--- config.mk ---
export PLATFORM = sky130hd
export DESIGN_NAME = greedy_word_wrap_layout
export DESIGN_NICKNAME = d
export VERILOG_FILES = /design/src/rtl/gwwl_pkg.sv /design/src/rtl/gwwl_regs.sv /design/src/rtl/gwwl_dp.sv /design/src/rtl/gwwl_ctrl.sv /design/src/rtl/greedy_word_wrap_layout.sv
export SDC_FILE = /design/constraint.sdc
export NUM_CORES = 2
export LEC_CHECK = 0
export BUFFER_PORTS_ARGS = -buffer_cell sky130_fd_sc_hd__buf_2
export CORE_MARGIN = 1.5
export CORE_UTILIZATION = 36
export CTS_BUF_LIST = sky130_fd_sc_hd__clkbuf_16
export DETAILED_ROUTE_END_ITERATION = 10
export PLACE_DENSITY = 0.52
export SYNTH_ARGS = -nofsm -noshare
export SYNTH_HDL_FRONTEND = slang
export SYNTH_SLANG_ARGS = --single-unit
--- constraint.sdc ---
create_clock -name i_clk -period 12.5 [get_ports i_clk]
set_input_delay 2.5 -clock i_clk [delete_from_list [all_inputs] [get_ports i_clk]]
set_output_delay 2.5 -clock i_clk [all_outputs]
set_load 0.005 [all_outputs]
--- src/rtl/gwwl_pkg.sv ---
// Shared types, constants and helper functions for the word-wrap layout block.
// No dependencies; imported by every RTL module of the block.
package gwwl_pkg;

    localparam int C_W    = 13;   // coordinate width
    localparam int W_W    = 8;    // glyph advance width
    localparam int L_W    = 12;   // line counter width
    localparam int ARG_W  = 16;   // headroom for coordinate sums
    localparam int ADDR_W = 4;
    localparam int DATA_W = 32;

    localparam logic [C_W-1:0] COORD_MAX    = 13'd8191;
    localparam logic [L_W-1:0] LINES_MAX    = 12'd4095;
    localparam logic [C_W-1:0] START_X_RST  = 13'd50;
    localparam logic [C_W-1:0] WRAP_RST     = 13'd8191;
    localparam logic [W_W-1:0] LINE_H_RST   = 8'd20;

    typedef enum logic [1:0] {
        REG_START_X,
        REG_KEEP_X,
        REG_WRAP_LIMIT,
        REG_LINE_HEIGHT
    } t_reg_idx;

    typedef struct packed {
        logic [C_W-1:0] start_x;
        logic           keep_original_x;
        logic [C_W-1:0] wrap_limit;
        logic [W_W-1:0] line_height;
    } t_cfg;

    // controller -> datapath
    typedef struct packed {
        logic accept;   // capture input item
        logic calc1;    // first decision stage
        logic calc2;    // second decision stage, commit layout state
        logic rd;       // fetch next result source
        logic put;      // load output register
        logic store;    // write held glyph into word buffer
    } t_cmd;

    // datapath -> controller
    typedef struct packed {
        logic a_more;   // buffered glyphs still to emit
        logic b_more;   // current glyph still to emit
        logic out_free; // output register can take a result
    } t_status;

    function automatic logic [C_W-1:0] f_sat13(input logic [ARG_W-1:0] v);
        return (v > ARG_W'(COORD_MAX)) ? COORD_MAX : v[C_W-1:0];
    endfunction

    function automatic logic f_wraps(input logic [ARG_W-1:0] v,
                                     input logic [C_W-1:0]   lim);
        return (lim != COORD_MAX) && (v > ARG_W'(lim));
    endfunction

endpackage

--- src/rtl/gwwl_regs.sv ---
// APB-style configuration registers of the word-wrap layout block.
// Depends on gwwl_pkg for the register map and the t_cfg type.
module gwwl_regs
    import gwwl_pkg::*;
(
    input  logic              i_clk,
    input  logic              i_rst_n,
    input  logic              psel,
    input  logic              penable,
    input  logic              pwrite,
    input  logic [ADDR_W-1:0] paddr,
    input  logic [DATA_W-1:0] pwdata,
    output logic [DATA_W-1:0] prdata,
    output logic              pready,
    output t_cfg              o_cfg
);

    t_cfg     r_cfg;
    t_reg_idx reg_sel;
    logic     wr_en;

    assign pready  = 1'b1;
    assign reg_sel = t_reg_idx'(paddr[ADDR_W-1:2]);
    assign wr_en   = psel && penable && pwrite;
    assign o_cfg   = r_cfg;

    always_ff @(posedge i_clk) begin
        if (!i_rst_n) begin
            r_cfg.start_x         <= START_X_RST;
            r_cfg.keep_original_x <= 1'b0;
            r_cfg.wrap_limit      <= WRAP_RST;
            r_cfg.line_height     <= LINE_H_RST;
        end else if (wr_en) begin
            case (reg_sel)
                REG_START_X:     r_cfg.start_x         <= pwdata[C_W-1:0];
                REG_KEEP_X:      r_cfg.keep_original_x <= pwdata[0];
                REG_WRAP_LIMIT:  r_cfg.wrap_limit      <= pwdata[C_W-1:0];
                REG_LINE_HEIGHT: r_cfg.line_height     <= pwdata[W_W-1:0];
                default: ;
            endcase
        end
    end

    always_comb begin
        case (reg_sel)
            REG_START_X:     prdata = DATA_W'(r_cfg.start_x);
            REG_KEEP_X:      prdata = DATA_W'(r_cfg.keep_original_x);
            REG_WRAP_LIMIT:  prdata = DATA_W'(r_cfg.wrap_limit);
            REG_LINE_HEIGHT: prdata = DATA_W'(r_cfg.line_height);
            default:         prdata = '0;
        endcase
    end

endmodule

--- src/rtl/gwwl_dp.sv ---
// Datapath: layout state, word buffer memory, placement arithmetic, output register.
// Depends on gwwl_pkg; sequenced by gwwl_ctrl through t_cmd / t_status.
module gwwl_dp
    import gwwl_pkg::*;
#(
    parameter int WORD_DEPTH = 32
) (
    input  logic           i_clk,
    input  logic           i_rst_n,
    input  t_cmd           i_cmd,
    output t_status        o_status,
    input  t_cfg           i_cfg,
    input  logic [W_W-1:0] i_glyph_width,
    input  logic           i_is_space,
    input  logic [C_W-1:0] i_orig_x,
    input  logic [C_W-1:0] i_top_in,
    input  logic [C_W-1:0] i_bottom_in,
    input  logic           i_end_of_text,
    input  logic           i_out_ready,
    output logic           o_out_valid,
    output logic [C_W-1:0] o_left_x,
    output logic [C_W-1:0] o_right_x,
    output logic [C_W-1:0] o_top_out,
    output logic [C_W-1:0] o_bottom_out,
    output logic           o_run_last,
    output logic           o_text_done,
    output logic [L_W-1:0] o_line_count
);

    localparam int LW = $clog2(WORD_DEPTH + 1);      // holds 0..WORD_DEPTH
    localparam int IW = $clog2(WORD_DEPTH);          // buffer index
    localparam int SW = $clog2(WORD_DEPTH * 255 + 1);

    typedef struct packed {
        logic [W_W-1:0] w;
        logic [C_W-1:0] top;
        logic [C_W-1:0] bot;
    } t_glyph;

    t_glyph mem [WORD_DEPTH];

    // captured input item
    t_glyph         r_glyph;
    logic           r_in_sp;
    logic [C_W-1:0] r_in_ox;
    logic           r_in_eot;

    // layout state
    logic [C_W-1:0] r_cursor, r_offset, r_base, r_wsx;
    logic [L_W-1:0] r_lines;
    logic           r_first, r_whsb;
    logic [LW-1:0]  r_len;
    logic [SW-1:0]  r_sum;

    // first decision stage
    logic [C_W-1:0]   r_lb, r_ca, r_wsx0, r_alt, r_off1, r_off2;
    logic [ARG_W-1:0] r_nx1, r_lbw;
    logic [L_W-1:0]   r_ln1, r_ln2;
    logic             r_full, r_whsba, r_wrap1;

    // emission
    logic           r_aen, r_ben, r_bdone, r_selb, r_wen;
    logic [LW-1:0]  r_acnt, r_idx;
    logic [IW-1:0]  r_widx;
    logic [C_W-1:0] r_xacc, r_oa, r_xb, r_ob;
    logic [L_W-1:0] r_lc;
    t_glyph         r_rd;

    // output register
    logic           r_ovalid, r_olast, r_odone;
    logic [C_W-1:0] r_oleft, r_oright, r_otop, r_obot;
    logic [L_W-1:0] r_olc;

    // ---------------- stage 1 ----------------
    logic [C_W-1:0]   c1_lb, c1_c0, c1_wsx0, c1_ca;
    logic [SW-1:0]    c1_suma;
    logic             c1_full;
    logic [ARG_W-1:0] c1_nx1;

    always_comb begin
        c1_lb   = r_first ? (i_cfg.keep_original_x ? r_in_ox : i_cfg.start_x) : r_base;
        c1_c0   = r_first ? c1_lb : r_cursor;
        c1_wsx0 = r_first ? c1_lb : r_wsx;
        c1_full = !r_in_sp && (r_len == LW'(WORD_DEPTH));
        c1_ca   = c1_full ? c1_lb : c1_c0;    // full buffer flushes and breaks first
        c1_suma = c1_full ? '0 : r_sum;
        c1_nx1  = ARG_W'(c1_ca) + ARG_W'(r_glyph.w);
    end

    always_ff @(posedge i_clk) begin
        if (i_cmd.accept) begin
            r_glyph.w   <= i_glyph_width;
            r_glyph.top <= i_top_in;
            r_glyph.bot <= i_bottom_in;
            r_in_sp     <= i_is_space;
            r_in_ox     <= i_orig_x;
            r_in_eot    <= i_end_of_text;
        end
        if (i_cmd.calc1) begin
            r_lb    <= c1_lb;
            r_ca    <= c1_ca;
            r_wsx0  <= c1_wsx0;
            r_full  <= c1_full;
            r_whsba <= c1_full ? 1'b0 : r_whsb;
            r_nx1   <= c1_nx1;
            r_wrap1 <= f_wraps(c1_nx1, i_cfg.wrap_limit);
            r_alt   <= f_sat13(ARG_W'(c1_lb) + ARG_W'(c1_suma));
            r_lbw   <= ARG_W'(c1_lb) + ARG_W'(r_glyph.w);
            r_off1  <= f_sat13(ARG_W'(r_offset) + ARG_W'(i_cfg.line_height));
            r_off2  <= f_sat13(ARG_W'(r_offset) + ARG_W'({i_cfg.line_height, 1'b0}));
            r_ln1   <= (r_lines == LINES_MAX) ? r_lines : r_lines + L_W'(1);
            r_ln2   <= (r_lines >= LINES_MAX - L_W'(1)) ? LINES_MAX : r_lines + L_W'(2);
        end
    end

    // ---------------- stage 2 ----------------
    logic             c2_w1, c2_mid, c2_brk;
    logic [1:0]       c2_nl;
    logic [C_W-1:0]   c2_cb, c2_off;
    logic [ARG_W-1:0] c2_nx2;
    logic [L_W-1:0]   c2_lines;
    logic [C_W-1:0]   n_cursor, n_wsx, n_xa, n_oa, n_xb, n_ob;
    logic             n_whsb, n_aen, n_ben, n_wen;
    logic [LW-1:0]    n_len;
    logic [SW-1:0]    n_sum;
    logic [IW-1:0]    n_widx;

    always_comb begin
        // word that had a space before it moves whole to a new line
        c2_w1  = !r_in_sp && r_wrap1 && r_whsba;
        c2_cb  = c2_w1 ? r_alt : r_ca;
        c2_nx2 = ARG_W'(c2_cb) + ARG_W'(r_glyph.w);
        // word still overflows: break before this glyph
        c2_mid = !r_in_sp && !r_full && (r_len != '0) && f_wraps(c2_nx2, i_cfg.wrap_limit);
        c2_brk = r_full || c2_mid;
        c2_nl  = r_in_sp ? {1'b0, r_wrap1}
                         : ({1'b0, r_full} + {1'b0, c2_w1} + {1'b0, c2_mid});
        case (c2_nl)
            2'd0: begin
                c2_off   = r_offset;
                c2_lines = r_lines;
            end
            2'd1: begin
                c2_off   = r_off1;
                c2_lines = r_ln1;
            end
            default: begin
                c2_off   = r_off2;
                c2_lines = r_ln2;
            end
        endcase

        if (r_in_sp) begin
            n_cursor = r_wrap1 ? r_lb : f_sat13(r_nx1);
            n_wsx    = n_cursor;
            n_whsb   = !r_wrap1;
            n_len    = '0;
            n_sum    = '0;
            n_widx   = '0;
            n_wen    = 1'b0;
            n_aen    = 1'b1;
            n_ben    = 1'b1;
            n_xa     = r_wsx0;
            n_oa     = r_offset;
            n_xb     = r_ca;
            n_ob     = r_offset;
        end else begin
            n_cursor = c2_mid ? f_sat13(r_lbw) : f_sat13(c2_nx2);
            n_wsx    = (r_full || c2_w1 || c2_mid) ? r_lb : r_wsx0;
            n_whsb   = r_whsba && !c2_w1 && !c2_mid;
            n_widx   = c2_brk ? '0 : r_len[IW-1:0];
            n_len    = c2_brk ? LW'(1) : r_len + LW'(1);
            n_sum    = (c2_brk ? '0 : r_sum) + SW'(r_glyph.w);
            n_wen    = 1'b1;
            n_aen    = c2_brk || r_in_eot;
            n_ben    = r_in_eot;
            n_xa     = c2_w1 ? r_lb : r_wsx0;
            n_oa     = c2_w1 ? r_off1 : r_offset;
            n_xb     = c2_mid ? r_lb : c2_cb;
            n_ob     = c2_off;
        end
    end

    always_ff @(posedge i_clk) begin
        if (!i_rst_n) begin
            r_cursor <= '0;
            r_offset <= '0;
            r_lines  <= L_W'(1);
            r_base   <= '0;
            r_first  <= 1'b1;
            r_whsb   <= 1'b0;
            r_len    <= '0;
            r_sum    <= '0;
            r_wsx    <= '0;
        end else if (i_cmd.calc2) begin
            if (r_in_eot) begin
                // text ends: layout returns to its idle values
                r_cursor <= '0;
                r_offset <= '0;
                r_lines  <= L_W'(1);
                r_base   <= '0;
                r_first  <= 1'b1;
                r_whsb   <= 1'b0;
                r_len    <= '0;
                r_sum    <= '0;
                r_wsx    <= '0;
            end else begin
                r_cursor <= n_cursor;
                r_offset <= c2_off;
                r_lines  <= c2_lines;
                r_base   <= r_lb;
                r_first  <= 1'b0;
                r_whsb   <= n_whsb;
                r_len    <= n_len;
                r_sum    <= n_sum;
                r_wsx    <= n_wsx;
            end
        end
    end

    // ---------------- emission ----------------
    logic           a_more, b_more, out_free, p_last;
    logic [C_W-1:0] p_x, p_right, p_off;
    t_glyph         p_g;

    assign a_more   = r_aen && (r_idx < r_acnt);
    assign b_more   = r_ben && !r_bdone;
    assign out_free = !r_ovalid || i_out_ready;

    assign o_status.a_more   = a_more;
    assign o_status.b_more   = b_more;
    assign o_status.out_free = out_free;

    always_comb begin
        p_g     = r_selb ? r_glyph : r_rd;
        p_x     = r_selb ? r_xb : r_xacc;
        p_off   = r_selb ? r_ob : r_oa;
        p_right = f_sat13(ARG_W'(p_x) + ARG_W'(p_g.w));
        p_last  = r_selb || (!r_ben && ((r_idx + LW'(1)) == r_acnt));
    end

    always_ff @(posedge i_clk) begin
        if (!i_rst_n) begin
            r_aen   <= 1'b0;
            r_ben   <= 1'b0;
            r_bdone <= 1'b0;
            r_wen   <= 1'b0;
            r_idx   <= '0;
        end else begin
            if (i_cmd.calc2) begin
                r_aen   <= n_aen;
                r_ben   <= n_ben;
                r_bdone <= 1'b0;
                r_wen   <= n_wen;
                r_idx   <= '0;
            end else if (i_cmd.put) begin
                if (r_selb) begin
                    r_bdone <= 1'b1;
                end else begin
                    r_idx <= r_idx + LW'(1);
                end
            end
        end
    end

    always_ff @(posedge i_clk) begin
        if (i_cmd.calc2) begin
            r_acnt <= r_len;
            r_xacc <= n_xa;
            r_oa   <= n_oa;
            r_xb   <= n_xb;
            r_ob   <= n_ob;
            r_lc   <= c2_lines;
            r_widx <= n_widx;
        end else if (i_cmd.put && !r_selb) begin
            r_xacc <= p_right;
        end
        if (i_cmd.rd) begin
            r_selb <= !a_more;
        end
    end

    // word buffer: registered read, single write port
    always_ff @(posedge i_clk) begin
        if (i_cmd.rd && a_more) begin
            r_rd <= mem[r_idx[IW-1:0]];
        end
        if (i_cmd.store && r_wen) begin
            mem[r_widx] <= r_glyph;
        end
    end

    // output register
    always_ff @(posedge i_clk) begin
        if (!i_rst_n) begin
            r_ovalid <= 1'b0;
        end else if (i_cmd.put) begin
            r_ovalid <= 1'b1;
        end else if (i_out_ready) begin
            r_ovalid <= 1'b0;
        end
    end

    always_ff @(posedge i_clk) begin
        if (i_cmd.put) begin
            r_oleft  <= p_x;
            r_oright <= p_right;
            r_otop   <= f_sat13(ARG_W'(p_g.top) + ARG_W'(p_off));
            r_obot   <= f_sat13(ARG_W'(p_g.bot) + ARG_W'(p_off));
            r_olast  <= p_last;
            r_odone  <= p_last && r_in_eot;
            r_olc    <= r_lc;
        end
    end

    assign o_out_valid  = r_ovalid;
    assign o_left_x     = r_oleft;
    assign o_right_x    = r_oright;
    assign o_top_out    = r_otop;
    assign o_bottom_out = r_obot;
    assign o_run_last   = r_olast;
    assign o_text_done  = r_odone;
    assign o_line_count = r_olc;

endmodule

--- src/rtl/gwwl_ctrl.sv ---
// Controller FSM: sequences decision stages, result emission and buffer write.
// Depends on gwwl_pkg for the t_cmd / t_status bundles.
module gwwl_ctrl
    import gwwl_pkg::*;
(
    input  logic    i_clk,
    input  logic    i_rst_n,
    input  logic    i_in_valid,
    output logic    o_in_ready,
    input  t_status i_status,
    output t_cmd    o_cmd
);

    typedef enum logic [2:0] {
        S_IDLE,
        S_CALC1,
        S_CALC2,
        S_RD,
        S_PUT
    } t_state;

    t_state r_state, n_state;

    always_comb begin
        n_state    = r_state;
        o_cmd      = '0;
        o_in_ready = 1'b0;
        case (r_state)
            S_IDLE: begin
                o_in_ready = 1'b1;
                if (i_in_valid) begin
                    o_cmd.accept = 1'b1;
                    n_state      = S_CALC1;
                end
            end
            S_CALC1: begin
                o_cmd.calc1 = 1'b1;
                n_state     = S_CALC2;
            end
            S_CALC2: begin
                o_cmd.calc2 = 1'b1;
                n_state     = S_RD;
            end
            S_RD: begin
                if (i_status.a_more || i_status.b_more) begin
                    o_cmd.rd = 1'b1;
                    n_state  = S_PUT;
                end else begin
                    o_cmd.store = 1'b1;
                    n_state     = S_IDLE;
                end
            end
            S_PUT: begin
                if (i_status.out_free) begin
                    o_cmd.put = 1'b1;
                    n_state   = S_RD;
                end
            end
            default: n_state = S_IDLE;
        endcase
    end

    always_ff @(posedge i_clk) begin
        if (!i_rst_n) begin
            r_state <= S_IDLE;
        end else begin
            r_state <= n_state;
        end
    end

endmodule

--- src/rtl/greedy_word_wrap_layout.sv ---
// Top level of the greedy word-wrap layout block: APB registers, controller, datapath.
// Depends on gwwl_pkg, gwwl_regs, gwwl_ctrl and gwwl_dp.
// Usage:
//   Input channel (i_in_valid / o_in_ready) takes one glyph item per handshake:
//   width, space flag, original x, top/bottom y and end-of-text mark.
//   Output channel (o_out_valid / i_out_ready) delivers placed glyph items.
//   Non-space glyphs are held in a WORD_DEPTH-entry word buffer until a space,
//   a wrap break, a full buffer or the end of text releases them; one input
//   item yields from zero up to WORD_DEPTH+1 result items.
//   Sequence: each accepted item passes the two-stage placement decision; each
//   result then takes one registered word-buffer read and one output load.
//   The block takes no new item until the current one is fully processed.
//   Receiver stall: the output register holds its item and emission pauses;
//   input stays blocked until the item's last result is in the output register.
//   Reset (i_rst_n low, synchronous): registers return to their defaults
//   (start_x 50, wrap_limit 8191, line_height 20), layout state clears; the
//   word buffer needs no clearing since only written entries are ever read.
//   Configuration writes are intended only while no item is in flight.
module greedy_word_wrap_layout
    import gwwl_pkg::*;
#(
    parameter int WORD_DEPTH = 32
) (
    input  logic              i_clk,
    input  logic              i_rst_n,
    // configuration port
    input  logic              psel,
    input  logic              penable,
    input  logic              pwrite,
    input  logic [ADDR_W-1:0] paddr,
    input  logic [DATA_W-1:0] pwdata,
    output logic [DATA_W-1:0] prdata,
    output logic              pready,
    // glyph input channel
    input  logic              i_in_valid,
    output logic              o_in_ready,
    input  logic [W_W-1:0]    i_glyph_width,
    input  logic              i_is_space,
    input  logic [C_W-1:0]    i_orig_x,
    input  logic [C_W-1:0]    i_top_in,
    input  logic [C_W-1:0]    i_bottom_in,
    input  logic              i_end_of_text,
    // placed glyph output channel
    output logic              o_out_valid,
    input  logic              i_out_ready,
    output logic [C_W-1:0]    o_left_x,
    output logic [C_W-1:0]    o_right_x,
    output logic [C_W-1:0]    o_top_out,
    output logic [C_W-1:0]    o_bottom_out,
    output logic              o_run_last,
    output logic              o_text_done,
    output logic [L_W-1:0]    o_line_count
);

    t_cfg    cfg;
    t_cmd    cmd;
    t_status status;

    // register file; pready is tied high inside
    gwwl_regs u_regs (
        .i_clk   (i_clk),
        .i_rst_n (i_rst_n),
        .psel    (psel),
        .penable (penable),
        .pwrite  (pwrite),
        .paddr   (paddr),
        .pwdata  (pwdata),
        .prdata  (prdata),
        .pready  (pready),
        .o_cfg   (cfg)
    );

    // sequencer: accept, decide (two stages), emit loop, buffer write
    gwwl_ctrl u_ctrl (
        .i_clk      (i_clk),
        .i_rst_n    (i_rst_n),
        .i_in_valid (i_in_valid),
        .o_in_ready (o_in_ready),
        .i_status   (status),
        .o_cmd      (cmd)
    );

    // layout state, word buffer and output register
    gwwl_dp #(
        .WORD_DEPTH (WORD_DEPTH)
    ) u_dp (
        .i_clk         (i_clk),
        .i_rst_n       (i_rst_n),
        .i_cmd         (cmd),
        .o_status      (status),
        .i_cfg         (cfg),
        .i_glyph_width (i_glyph_width),
        .i_is_space    (i_is_space),
        .i_orig_x      (i_orig_x),
        .i_top_in      (i_top_in),
        .i_bottom_in   (i_bottom_in),
        .i_end_of_text (i_end_of_text),
        .i_out_ready   (i_out_ready),
        .o_out_valid   (o_out_valid),
        .o_left_x      (o_left_x),
        .o_right_x     (o_right_x),
        .o_top_out     (o_top_out),
        .o_bottom_out  (o_bottom_out),
        .o_run_last    (o_run_last),
        .o_text_done   (o_text_done),
        .o_line_count  (o_line_count)
    );

endmodule

# Word-level counts from Yosys, hierarchy flattened
# Memories as Yosys holds them, arrays and structs flattened. A register that Yosys moved wholly into a read port is not among the register bits.
# Index checks and enable logic that the tools add are counted.
[word_totals]
ff_bits = 462
ramBits = 1088
inputBits = 92
out_inout_bits = 101
word_cells = 220
memories = 1
[memory_table]
columns = ["memory", "words", "word_bits", "read_ports", "rd_clocked_by_memory_dff", "wr", "line", "source"]
rows = [
  ["u_dp.mem", 32, 34, 1, 1, 1, "gwwl_dp.sv:40", "t_glyph mem [WORD_DEPTH];"],
]
[op_classes]
n_addsub = 16
n_lt_le_gt_ge = 13
n_eq_ne = 14
muxes = 69
bitwise_logic = 2
reduce_logical = 51
[op_table]
columns = ["operator", "n"]
rows = [
  ["13-bit 2-to-1 mux", 34],
  ["16-bit by 13-bit > comparator with 1-bit output, second input constant", 9],
  ["32-bit case mux with 4 select lines", 1],
  ["13-bit by 8-bit adder with 14-bit output", 5],
  ["13-bit by 13-bit adder with 14-bit output", 3],
  ["34-bit 2-to-1 mux", 1],
  ["16-bit by 13-bit > comparator with 1-bit output", 2],
  ["13-bit case mux with 2 select lines", 1],
  ["12-bit 2-to-1 mux", 2],
  ["12-bit case mux with 2 select lines", 1],
  ["1-bit 2-to-1 mux", 21],
  ["1-bit logical AND", 19],
  ["6-bit 2-to-1 mux", 3],
  ["3-bit case mux with 5 select lines", 1],
  ["13-bit by 9-bit adder with 14-bit output", 1],
  ["2-bit AND reduction", 7],
  ["13-bit by 8-bit adder with 13-bit output", 1],
  ["13-bit inequality test, second input constant", 1],
  ["12-bit by 1-bit adder with 12-bit output, second input constant", 1],
  ["12-bit by 2-bit adder with 12-bit output, second input constant", 1],
  ["6-bit by 1-bit adder with 6-bit output, second input constant", 2],
  ["12-bit equality test, second input constant", 1],
  ["12-bit >= comparator, second input constant", 1],
  ["1-bit logical NOT", 10],
  ["other kinds (21)", 36],
]

# Logic depth before layout (Yosys ltp)
[logic_depth]
depth_word = 13
depth_mapped = 39
mapped_depth_nobuf = 33

# By module
# A second synthesis with hierarchy kept.
[hier_totals]
hier_cells = 3936
area_unflattened_um2 = 67357.1
[by_module_without_submodules]
columns = ["mod", "n_inst", "cells_each", "area_each_um2", "seq_area_each_um2"]
rows = [
  ["gwwl_dp", 1, 3711, 65271.4, 45343.5],
  ["gwwl_regs", 1, 205, 1886.8, 700.7],
  ["gwwl_ctrl", 1, 20, 198.9, 60.1],
]

# Least setup slack after synthesis
# Ideal clock, no wire load.
[synth_path]
path_type = "flip-flop to flip-flop"
start = "register u_dp.r_wrap1"
end = "register u_dp.r_sum[10]"
setup_time_ns = 0.117
arrival_time_ns = 7.515
t_required_ns = 12.383
setup_slack_ns = 4.868
path_stages_with_launch = 39
n_path_buf = 6
period_less_slack_ns = 7.632
path_cell_list = "edfxtp_1 > nand2_1 > nor2_4 > inv_2 > buf_1 > buf_1 > nand2_1 > nand2_1 > ha_1 > inv_1 > fa_1 > nor2b_1 > o2111ai_1 > and3_1 > nor4b_1 > mux2i_1 > a21o_1 > ha_1 > [3 not listed] > o22ai_4 > inv_2 > buf_2 > buf_2 > ha_1 > clkbuf_1 > clkbuf_1 > and2_1 > ha_1 > inv_1 > fa_1 > nor2b_1 > o21ai_0 > a21oi_1 > o21ai_0 > a2111oi_0 > xnor2_1 > a22o_1"
[synth_between]
elab_chain_len = 12
[synth_rtl]
columns = ["element", "line", "source"]
rows = [
  ["start, declared", "gwwl_dp.sv:59", "logic r_full, r_whsba, r_wrap1;"],
  ["start signal, assigned", "gwwl_dp.sv:106", "r_wrap1 <= f_wraps(c1_nx1, i_cfg.wrap_limit);"],
  ["1-bit logical AND (2 in a row)", "gwwl_dp.sv:130", "c2_w1 = !r_in_sp && r_wrap1 && r_whsba;"],
  ["13-bit 2-to-1 mux", "gwwl_dp.sv:131", "c2_cb = c2_w1 ? r_alt : r_ca;"],
  ["13-bit by 8-bit adder with 14-bit output", "gwwl_dp.sv:132", "c2_nx2 = ARG_W'(c2_cb) + ARG_W'(r_glyph.w);"],
  ["16-bit by 13-bit > comparator with 1-bit output", "gwwl_pkg.sv:55", "return (lim != COORD_MAX) && (v > ARG_W'(lim));"],
  ["1-bit logical AND", "gwwl_pkg.sv:55", ""],
  ["1-bit logical AND", "gwwl_dp.sv:134", "c2_mid = !r_in_sp && !r_full && (r_len != '0) && f_wraps(c2_nx2, i_cfg.wrap_limit);"],
  ["1-bit logical OR", "gwwl_dp.sv:135", "c2_brk = r_full || c2_mid;"],
  ["13-bit 2-to-1 mux", "gwwl_dp.sv:173", "n_sum = (c2_brk ? '0 : r_sum) + SW'(r_glyph.w);"],
  ["13-bit by 8-bit adder with 13-bit output", "gwwl_dp.sv:173", ""],
  ["13-bit 2-to-1 mux", "gwwl_dp.sv:153", "if (r_in_sp) begin"],
  ["13-bit 2-to-1 mux", "gwwl_dp.sv:196", "if (r_in_eot) begin"],
  ["end signal, assigned", "gwwl_dp.sv:215", "r_sum <= n_sum;"],
  ["end, declared", "gwwl_dp.sv:53", "logic [SW-1:0] r_sum;"],
]
# Every way passes these cells.
# A chain may end at the register's enable or synchronous reset.

# Worst setup path after layout
# Same ends and word-level chain as after synthesis.

==> PnR_summary.wiki <==
{| class="wikitable"
! Metric !! Value
|-
| Sinks on the clock net || roughly 1600
|-
| Proportion of netlist area held by the largest area contributor || 0.649
|-
| Per-cell routed wire length || 26.5 um
|-
| Hold Buf Count CTS || 0
|-
| Type of element launching the critical path || flip-flop
|-
| Most common library cells after synthesis || 1446 x sky130_fd_sc_hd__edfxtp_1, 361 x sky130_fd_sc_hd__nand2_1, 341 x sky130_fd_sc_hd__mux4_2, 149 x sky130_fd_sc_hd__nor2_1, 142 x sky130_fd_sc_hd__clkbuf_1
|-
| Cell with the most instances after synthesis || sky130_fd_sc_hd__edfxtp_1
|-
| Top flip-flop cell by instance count after synthesis || sky130_fd_sc_hd__edfxtp_1
|-
| Combinational share of power || 0.057
|-
| Sequential share of the synthesized area || 0.689
|-
| Clock-pin slew of the registers on the worst-case setup and hold paths || 0.06 ns
|-
| Final TNS setup || 0 ns
|-
| Crit-path slowest cell || sky130_fd_sc_hd__ha_1
|-
| Achievable Freq || between 100 and 150 MHz
|-
| Global-route usage over all layers || 0.192
|-
| Post-route DRC violation count || 0
|-
| 1st-pass router iterations || 6
|-
| Die Area || approximately 0.19 mm^2
|-
| Via count of the first global-routing pass || 36700
|-
| Cell accounting for the most synthesized area || sky130_fd_sc_hd__edfxtp_1
|-
| Maximum number of pins on one net before global-route repair || roughly 130
|-
| Number of cell instances on the worst register-to-register path || 35
|-
| Minimum clock period after layout || 9.64 ns
|-
| Flip-flop and latch count after synthesis || approximately 1600
|-
| Run status || finished, final reports clean
|-
| Share of total power consumed by net switching || 0.229
|-
| Total via count in the routed design || 36600
|-
| Synthesis-to-layout area growth || 14.3%
|-
| Fraction of power consumed by the clock network || 0.424
|-
| Transition time at the pin with the least slew margin || about 1.2 ns
|-
| Cells after DPL || approximately 6500
|-
| Initial Utilization || 0.362
|-
| Share of layout cells above drive strength 1 || 0.232
|-
| Footprint of the flip-flops and latches || ~0.046 mm^2
|-
| Fillcell total || approximately 17000
|-
| Signal arrival time at the worst endpoint || approximately 10 ns
|-
| Post-CTS repair timing setup buffer count || 0
|-
| Worst r2r dst || u_dp.r_sum[10]
|-
| Root buf cell || sky130_fd_sc_hd__clkbuf_16
|-
| TritonCTS buffer count || about 170
|-
| Number of H-tree levels || 4
|-
| Count of non-filler cells in the finished layout || about 6800
|-
| Total number of yosys warnings || 0
|-
| Flop pwr share || 0.519
|-
| Post-synth ARST share || 0
|-
| Final wirelength || between 150 and 200 mm
|-
| Min Hold Slack || around 0.42 ns
|-
| DR iter-0 viols || 3526
|-
| Slew Limit Fails || 0
|-
| Worst reg2reg setup slack || ~2.9 ns
|-
| GR Overflow Total || 0
|-
| Clock tree from TritonCTS || yes
|-
| Buffer depth of the longest clock path || 3
|-
| Largest fanout of any net on the critical path || 45
|-
| Category of the worst setup path capture point || flip-flop
|-
| PwrDens || approximately 150 mW/mm^2
|-
| Internal power summed over all cells || around 0.0089 W
|-
| Site Rows || around 160
|-
| Setup repair after global routing missed its margin || no
|-
| Antenna violations before repair || 2
|-
| Global-route wire length before repair || between 200 and 300 mm
|-
| Final HPWL DP || roughly 110 mm
|-
| WHS Path Cells || 0
|-
| Count of input and output buffers || roughly 150
|-
| Post-Route Utilization || 0.413
|-
| Post-synthesis cell area || around 0.067 mm^2
|-
| Max Cap Viol || 0
|-
| Post-synthesis average cell area || 16.8 um^2
|-
| Final-stage net count || about 4400
|-
| Die extent in y || around 430 um
|-
| Critical path's largest stage delay || roughly 0.84 ns
|-
| ANT nets after route || 0
|-
| Post-synth EDFFs || 1446
|-
| Final setup fails || 0
|-
| Worst Hold Launch || u_dp.r_lc[7]
|-
| Pleak || between 20 and 30 nW
|-
| Class of the most critical setup path || reg2reg
|-
| Post-CTS sizing || 0
|-
| Number of hold-slack violations in the final timing report || 0
|-
| Die width || 434 um
|-
| Path type of the worst min-delay path || reg2reg
|-
| Data required time of the worst path || 13.18 ns
|-
| Capture endpoint of the worst hold path || u_dp.o_line_count[7]
|-
| Via density per instance || 5.36
|-
| Slew HR || 0.216
|-
| Startpoint of the lowest-slack register-to-register path || u_dp.r_wrap1
|-
| Maximum vdd ir drop || 0.000140 V
|-
| Clock latency of the later-clocked register in the worst-skew pair || ~0.84 ns
|-
| Setup skew after layout || about 0.042 ns
|-
| Final RePlAce weighted congestion || 0.832
|-
| Post-Synthesis Cells || ~4000
|-
| Area inside the core boundary || between 0.15 and 0.2 mm^2
|-
| Switching component of the power || about 0.0026 W
|-
| Count of different cell masters after synthesis || just under 70
|-
| Synth top area cells || sky130_fd_sc_hd__edfxtp_1 65%, sky130_fd_sc_hd__mux4_2 11%, sky130_fd_sc_hd__dfxtp_1 4.0%
|-
| Tcrit/Tclk final || 0.771
|-
| Top Ports || just under 200
|-
| Area of combinational cells with multiple inputs || between 0.015 and 0.02 mm^2
|}
==> power groups by stage <==
stage,Combinational [W],Sequential (W),Clock [W]
global route,0.000727,0.00599,0.00521
detailed placement,0.000659,0.00609,0
global placement,0.000648,0.00609,0
finish,0.000658,0.00598,0.00490
CTS,0.000662,0.00598,0.00501
floorplan,0.000398,0.00610,0
==> sequential cells by signal (all words and copies together) (netlist names), 14 cells and up <==
register / count
u_dp.r_lbw: 14
u_dp.r_nx1: 14
u_regs.o_cfg: 35
u_dp.r_rd: 34
u_dp.mem: 1088
u_dp.r_glyph: 34
==> cell type report <==
cell class,instances,share of cell area
flip-flops and latches,1580,0.603
multi-input cells,2123,0.261
clock buffers,176,0.0576
well taps,2480,0.0406
repair buffers,250,0.0199
clock inverters,139,0.0139
inverters,78,0.00386
diodes,4,0.000131
==> critical path: cells and delay by family, from the launching register on <==
family | cells | cell delay (ns)
adders and majority gates | 5 | 1.99
muxes | 2 | 0.58
DFF | 1 | 0.51
AOI/OAI and AO/OA | 11 | 2.94
and+or+nand+nor | 8 | 1.28
xor gates and xnor gates | 1 | 0.11
buffers and inverters | 8 | 2.02
==> placed cells by master, fill, tap and decap left out, types with 39 or more instances in the layout <==
master / count
sky130_fd_sc_hd__edfxtp_1: 1446
sky130_fd_sc_hd__nand2_1: 361
sky130_fd_sc_hd__nor2_1: 115
sky130_fd_sc_hd__mux2_2: 110
sky130_fd_sc_hd__a22o_1: 51
sky130_fd_sc_hd__a21oi_1: 114
sky130_fd_sc_hd__dfxtp_1: 128
sky130_fd_sc_hd__nand3_1: 46
sky130_fd_sc_hd__mux4_2: 341
sky130_fd_sc_hd__o21a_1: 57
sky130_fd_sc_hd__xnor2_1: 77
sky130_fd_sc_hd__inv_1: 123
sky130_fd_sc_hd__clkbuf_16: 176
sky130_fd_sc_hd__nor3_1: 75
sky130_fd_sc_hd__buf_4: 97
sky130_fd_sc_hd__mux2i_1: 39
sky130_fd_sc_hd__o21ai_0: 86
sky130_fd_sc_hd__ha_1: 134
sky130_fd_sc_hd__buf_2: 151
==> how the worst max path moves through the flow <==
stage / to / start / cells after the start / slack [ns]
floorplan: u_dp.r_sum[10] / u_dp.r_wrap1 / 38 / 4.87
global placement: u_dp.r_sum[10] / u_dp.r_wrap1 / 35 / 2.95
detailed placement: u_dp.r_sum[10] / u_dp.r_wrap1 / 35 / 2.89
CTS: u_dp.r_sum[10] / u_dp.r_wrap1 / 35 / 2.85
global route: u_dp.r_sum[10] / u_dp.r_wrap1 / 35 / 2.09
finish: u_dp.r_sum[10] / u_dp.r_wrap1 / 35 / 2.86
==> layer usage <==
layer / part of all wire / wire (um) / global-route usage / vias up
met3: 0.051 / 9210 / 0.0290 / 245
li1: - / - / - / 16100
met5: 0.00012 / 21 / 0 / -
met4: 0.023 / 4100 / 0.0539 / 4
met2: 0.48 / 86600 / 0.308 / 1042
met1: 0.45 / 81100 / 0.270 / 19200
==> stage by stage <==
stage                     area [um^2]  worst slack, ns  total power, W
after floorplan                 67000             4.87         0.00650
after global routing            76500             2.09          0.0119
after global placement          71000             2.95         0.00674
after CTS                       76500             2.85          0.0116
after detailed placement        71000             2.89         0.00675
final                           76500             2.86          0.0115
==> kinds of logic after synthesis <==
| kind of cell | Yosys count | synth area share |
|---|---|---|
| compound gates | 539 | 0.0548 |
| xor+xnor | 115 | 0.0151 |
| fa+ha+maj | 145 | 0.0283 |
| buf+inv | 297 | 0.0180 |
| flops | 1580 | 0.689 |
| mux | 490 | 0.139 |
| other cells | 2 | 0.000112 |
| simple gates | 814 | 0.0556 |
Power figures use the tool's default switching activity.
